### config.mk
export PLATFORM = sky130hd
export DESIGN_NAME = oalru_ram
export DESIGN_NICKNAME = d
export VERILOG_FILES = /design/src/rtl/core/oalru_ram.sv
export SDC_FILE = /design/constraint.sdc
export NUM_CORES = 1
export LEC_CHECK = 0
export ABC_CLOCK_PERIOD_IN_PS = 2350
export BUFFER_PORTS_ARGS = -buffer_cell sky130_fd_sc_hd__buf_2
export CAP_MARGIN = 30
export CORE_ASPECT_RATIO = 1.2
export CORE_MARGIN = 5
export CORE_UTILIZATION = 45
export CTS_CLUSTER_SIZE = 24
export DETAILED_ROUTE_END_ITERATION = 8
export HOLD_SLACK_MARGIN = 0.05
export PLACE_DENSITY = 0.7
export SETUP_SLACK_MARGIN = 0.3
export SLEW_MARGIN = 20
export SYNTH_ARGS = -nofsm -noshare
export SYNTH_HDL_FRONTEND = slang
export SYNTH_SLANG_ARGS = --single-unit
### constraint.sdc
create_clock -name clk -period 2.35 [get_ports clk]
set_clock_uncertainty 0.2 [all_clocks]
set_input_delay 0.1175 -clock clk [delete_from_list [all_inputs] [get_ports clk]]
set_output_delay 0.1175 -clock clk [all_outputs]
set_load 0.02 [all_outputs]
### src/rtl/core/oalru_ram.sv
// ----------------------------------------------------------------------------
// oalru_ram
// Generic single-write, single-read RAM with registered read data.
// ----------------------------------------------------------------------------
module oalru_ram #(
  parameter int WIDTH = 8,
  parameter int DEPTH = 16
) (
  input  logic                     clk,
  input  logic                     we,
  input  logic [$clog2(DEPTH)-1:0] waddr,
  input  logic [WIDTH-1:0]         wdata,
  input  logic                     re,
  input  logic [$clog2(DEPTH)-1:0] raddr,
  output logic [WIDTH-1:0]         rdata
);

  logic [WIDTH-1:0] mem [DEPTH];

  always_ff @(posedge clk) begin
    if (we) mem[waddr] <= wdata;
    if (re) rdata <= mem[raddr];
  end

endmodule

==> flow_summary.json, run 1 <==
{
  "outcome": "completed",
  "fmax_mhz": 555.2,
  "synthAdderAreaFrac_pct": 0,
  "place_congestion": 0.7341,
  "die_area_sq_um": 13880,
  "start_util_pct": 45.62,
  "rows": 43,
  "clk_pin_slew_ns": 0.05,
  "first_pass_iters": 4,
  "worstSetupPathType": "in -> reg",
  "synth_nets": 248,
  "cp-end-kind": "flop",
  "synth-xor-area-share_pct": 0,
  "drt-vias-per-instance": 5.338,
  "core_sq_um": 11460,
  "startpoint_type": "primary input",
  "clk_path_buf_depth": 2,
  "maxCapViolCount": 0,
  "finalCritPeriodShare_pct": 76.64,
  "fin_crit_ns": 1.801,
  "yosys_warnings": 0,
  "synthDistinctLibCells": 18,
  "grt_max_degree": 33,
  "layout_common_cells": "edfxtp_1 (136), buf_2 (26), mux4_2 (18), buf_4 (18), clkbuf_16 (17)",
  "grt_pass1_vias": 2607,
  "placed_cells": 422,
  "grt_pass1_wl_um": 14920,
  "wire_per_inst_um": 20.66,
  "ys_seq_elements": 136,
  "worst_pin_slew_ns": 0.4073,
  "place_hpwl_um": 5764,
  "synth_top_family_by_area": "multiplexers",
  "maxSlewViolCount": 0,
  "hold_path.class": "in -> reg",
  "drtIter0Drc": 179,
  "totalWireLength_um": 9609,
  "clk_latency_ns": 0.41,
  "setup_tns_ns": 0,
  "vdd_drop_max_v": 0.0007371,
  "synth_top_area_share_pct": 78.12,
  "tritoncts": "yes",
  "syn_area_per_cell_sq_um": 22.83,
  "synthMuxAreaShare_pct": 14.79,
  "stdcell_count": 465,
  "postRouteAntennaNets": 0,
  "drive_gt1_share_pct": 30.19,
  "cts_buffers": 17,
  "cts_resized": 0,
  "leakage_nw": 2.186,
  "crit_fanout": 8,
  "cts_sinks": 136,
  "place.port_buffers": 26,
  "yosys.area.top_type": "edfxtp_1",
  "design_area_sq_um": 6411,
  "ctsHtreeMaxLevel": 4,
  "power.total_w": 0.005950,
  "drcViolationCount": 0,
  "die_y_um": 128.1,
  "synth-simple-area-share_pct": 3.135,
  "setup_violations": 0,
  "required_ns": 2.27,
  "hold_violations": 0,
  "rsz0062_at_grt": "no",
  "n_antenna_cell": 0,
  "die_w_um": 108.4,
  "antenna_found_initial": 0,
  "synth_compound_area_share_pct": 2.298,
  "synthToLayoutAreaGrowth_pct": 22.64,
  "final_common_cell": "edfxtp_1",
  "ys_seq_area_share_pct": 78.12,
  "synth.cell_area_sq_um": 5228,
  "relSlewSlack_pct": 72.85,
  "place_area_sq_um": 5643,
  "power_density_nw_per_um2": 928.1,
  "hold_buffers": 11,
  "grt_util_all_layers_pct": 15.44,
  "vias": 2482,
  "cp_data_arrival_time_ns": 1.72,
  "synthCells": 229,
  "synthTopCellsByArea": "edfxtp_1 (78%), mux4_2 (7.8%), mux4_1 (7.0%)",
  "overflow": 0,
  "cts_setup_buffers": 0,
  "nNetsFinal": 314,
  "ioPinCount": 27,
  "cts_root_buf": "clkbuf_16"
}
[critical path, stage by stage]
cell	delay, ns
dlygate4sd3_1	0.53
buf_2	0.16
nor3_1	0.17
dlygate4sd3_1	0.57
buf_4	0.17
[cells by family after synthesis]
| group | Yosys count |
|---|---|
| compound gates | 16 |
| simple gates | 35 |
| mux | 32 |
| buf+inv | 10 |
| flops | 136 |
[per-stage QoR]
step	hold slack [ns]	util, %	setup WS (ns)
final	0.07751	55.95	0.5490
after global routing	0.07788	55.95	0.5096
after CTS	0.05942	55.95	0.5885
after detailed placement	0.3031	49.24	0.4141
after global placement	0.3020	49.24	0.4128
after floorplan	0.01637	-	0.5396
[cell usage after synthesis]
| cell type | count |
|---|---|
| nand2b_1 | 2 |
| buf_6 | 3 |
| and2b_1 | 1 |
| and2_1 | 1 |
| or3b_2 | 1 |
| clkdlybuf4s25_2 | 3 |
| nand2_1 | 9 |
| nand3_1 | 1 |
| nor2_1 | 13 |
| mux4_2 | 18 |
| buf_2 | 3 |
| nand3b_1 | 2 |
| nor3_1 | 4 |
| edfxtp_1 | 136 |
| mux4_1 | 14 |
| nor2b_1 | 1 |
| a22oi_1 | 16 |
| buf_4 | 1 |
[metal layers]
metal	track usage, %	vias to the layer above	wire (um)
li1	-	1112	-
met5	0	-	0
met3	5.038	12	680
met2	24.27	82	4871
met1	20.00	1276	3935
met4	6.241	0	122
[power breakdown]
part	total [W]	switching [W]	internal (W)	leakage, nW
logic	0.000270	0.000151	0.000119	0.637
clock network	0.00293	0.000950	0.00198	0.313
registers	0.00275	0.0000142	0.00273	1.24
[path summary, 6_finish.rpt]
kind / startpoint / slack [ns] / cells past startpoint / endpoint
max: waddr[0] / 0.55 / 5 / mem[0][6]
min: waddr[1] / 0.08 / 3 / mem[8][4]
max reg2reg: mem[10][7] / 0.62 / 3 / rdata[7]
min reg2reg: mem[8][1] / 0.55 / 3 / rdata[1]
[registers in the layout, summed over array words and instances (netlist names)]
| name | cells |
|---|---|
| mem | 128 |
| rdata | 8 |
[final cells by class]
type	count	area (sq um)
multi-input combinational	83	1057
clock buffer	19	432.9
clock inverter	13	225.2
fill	839	5049
tap	157	196.4
sequential	136	4084
timing repair buffer	57	415.4
(Power assumes the default switching activity.)
==> run 2: changes to the inputs <==
- ABC_AREA: default -> 1
- ABC_CLOCK_PERIOD_IN_PS: 2350 -> 1700
- PLACE_DENSITY: 0.7 -> 0.69
- clock period: 2.35 -> 1.7 ns (I/O delays scaled with it)
==> flow_summary.json, run 2 <==
{
  "drive_gt1_share_pct": 13.31,
  "synth_edf_count": 136,
  "yosys-top-cells-count": "nand2_1 (173), edfxtp_1 (136), inv_1 (100), nand3_1 (97), nor2_1 (17)",
  "cts_root_buf": "clkbuf_16",
  "synthDistinctLibCells": 11,
  "cp-end-kind": "flop",
  "worstSetupPathType": "reg -> reg",
  "vias": 3902,
  "yosys_warnings": 0,
  "overflow": 0,
  "power_density_nw_per_um2": 1092,
  "start_util_pct": 45.95,
  "relSlewSlack_pct": 59.25,
  "drt-vias-per-instance": 5.003,
  "power.total_w": 0.007501,
  "nFillCells": 1096,
  "final_common_cell": "nand2_1",
  "crit_fanout": 1,
  "totalWireLength_um": 12780,
  "hold_violations": 0,
  "grt_pass1_wl_um": 20420,
  "first_pass_iters": 5,
  "antenna_found_initial": 0,
  "fin_crit_ns": 1.351,
  "maxSlewViolCount": 0,
  "synthTopCellsByArea": "edfxtp_1 (70%), nand2_1 (11%), nand3_1 (8.3%)",
  "drcViolationCount": 0,
  "reg_top3": "mem x128, rdata x8",
  "r2r_slack_ns": 0.35,
  "cts_sinks": 136,
  "synth-main-ff-cell": "edfxtp_1",
  "cts_setup_buffers": 0,
  "place_hpwl_um": 8034,
  "grt_util_all_layers_pct": 17.81,
  "die_y_um": 134.9,
  "fmax_mhz": 740.4,
  "clk_latency_ns": 0.41,
  "clk_pin_slew_ns": 0.05,
  "tritoncts": "yes",
  "finalCritPeriodShare_pct": 79.45,
  "hold_path.class": "in -> reg",
  "outcome": "completed",
  "synthCells": 551,
  "startpoint_type": "flop",
  "synthToLayoutAreaGrowth_pct": 17.46,
  "die_area_sq_um": 15380,
  "vdd_drop_max_v": 0.0004540,
  "cp_data_arrival_time_ns": 1.32,
  "synth_nets": 570,
  "wire_per_inst_um": 16.39,
  "synthMostInstantiatedCell": "nand2_1",
  "async_flop_share_pct": 0,
  "drtIter0Drc": 346,
  "synth.cell_area_sq_um": 5847,
  "rows": 45,
  "ys_seq_elements": 136,
  "leakage_nw": 2.967,
  "maxCapViolCount": 0,
  "postRouteAntennaNets": 0,
  "largest_reg_flops": 128,
  "rsz0062_at_grt": "no",
  "clk_path_buf_depth": 2,
  "ioPinCount": 27,
  "setup_tns_ns": 0,
  "place.port_buffers": 26,
  "syn_area_per_cell_sq_um": 10.61,
  "n_antenna_cell": 0,
  "nNetsFinal": 623,
  "synth_top_area_share_pct": 69.85,
  "ctsHtreeMaxLevel": 4,
  "place_congestion": 0.8509,
  "die_w_um": 114.1,
  "grt_pass1_vias": 3885,
  "layout_common_cells": "nand2_1 (173), edfxtp_1 (136), inv_1 (100)",
  "setup_violations": 0,
  "ys_seq_area_share_pct": 69.85,
  "grt_max_degree": 65,
  "regMostFlops": "mem",
  "yosys.area.top_type": "edfxtp_1",
  "worst_pin_slew_ns": 0.6104,
  "cts_buffers": 17,
  "required_ns": 1.67,
  "core_sq_um": 12720
}
-- run 2: cell types whose count changed in the layout (fill, tap and decap cells not counted), moves of 6 or more --
cell | previous run | this run
nand2_1 | 9 | 173
mux4_1 | 14 | 0
nand3_1 | 1 | 91
inv_1 | 0 | 100
nand3_2 | 0 | 6
mux4_2 | 18 | 0
a22oi_1 | 16 | 0
-- run 2: metal layers --
layer,GRT usage [%],wire length [um],up-vias
li1,-,-,1887
met2,29.85,6350,133
met4,8.383,453,0
met5,0,0,-
met1,21.74,5145,1839
met3,4.079,834,43
-- run 2: power breakdown --
| group | switching (W) | internal, W |
|---|---|---|
| clock network | 0.00124 | 0.00196 |
| logic | 0.000339 | 0.000156 |
| registers | 0.0000210 | 0.00378 |
-- run 2: final cells by class --
class / instances / area [sq um] / share of cell area [%]
multi-input cells: 289 / 1244 / 18.11
clock buffers: 19 / 432.9 / 6.304
well taps: 164 / 205.2 / 2.988
clock inverters: 12 / 86.33 / 1.257
flip-flops and latches: 136 / 4084 / 59.46
repair buffers: 58 / 432.9 / 6.304
inverters: 102 / 382.9 / 5.575
-- run 2: per-stage QoR --
stage                     setup slack, ns  cell area (sq um)  hold slack (ns)  std cells  utilization, %
final                              0.3494               6868           0.1028        780           53.97
after floorplan                    0.4642               5847         -0.01613        551               -
after CTS                          0.3567               6838          0.08896        780           53.74
after detailed placement           0.1835               6218           0.2521        739           48.87
after global placement             0.2090               6218           0.2526        739           48.87
after global routing               0.3013               6868           0.1281        780           53.97
-- run 2: final timing paths --
path	start	end	cells after the start
setup reg to reg	mem[7][0]	rdata[0]	6
hold reg to reg	mem[13][5]	rdata[5]	6
hold / removal	we	mem[3][1]	4
setup / recovery	mem[7][0]	rdata[0]	6
-- run 2: repair_timing --
action | in CTS | in global routing
hold buffers | 10 | 0
gates resized for setup | 0 | 6
endpoints found under the hold margin | 144 | 0
endpoints found under the setup margin | 0 | 5
-- run 2: kinds of logic (layout without fill, tap and decap cells) --
logic type	after synthesis	count (layout)	synth area share [%]
buf+inv	126	191	9.394
simple gates	289	289	20.76
flops	136	136	69.85
-- run 2: worst max-delay path: stages, from the launching register on --
cell      delay [ns]
edfxtp_1        0.37
inv_1           0.06
nand2_1         0.04
nand3_1         0.09
nand3_1         0.14
nand3_1         0.15
nand2_1         0.06
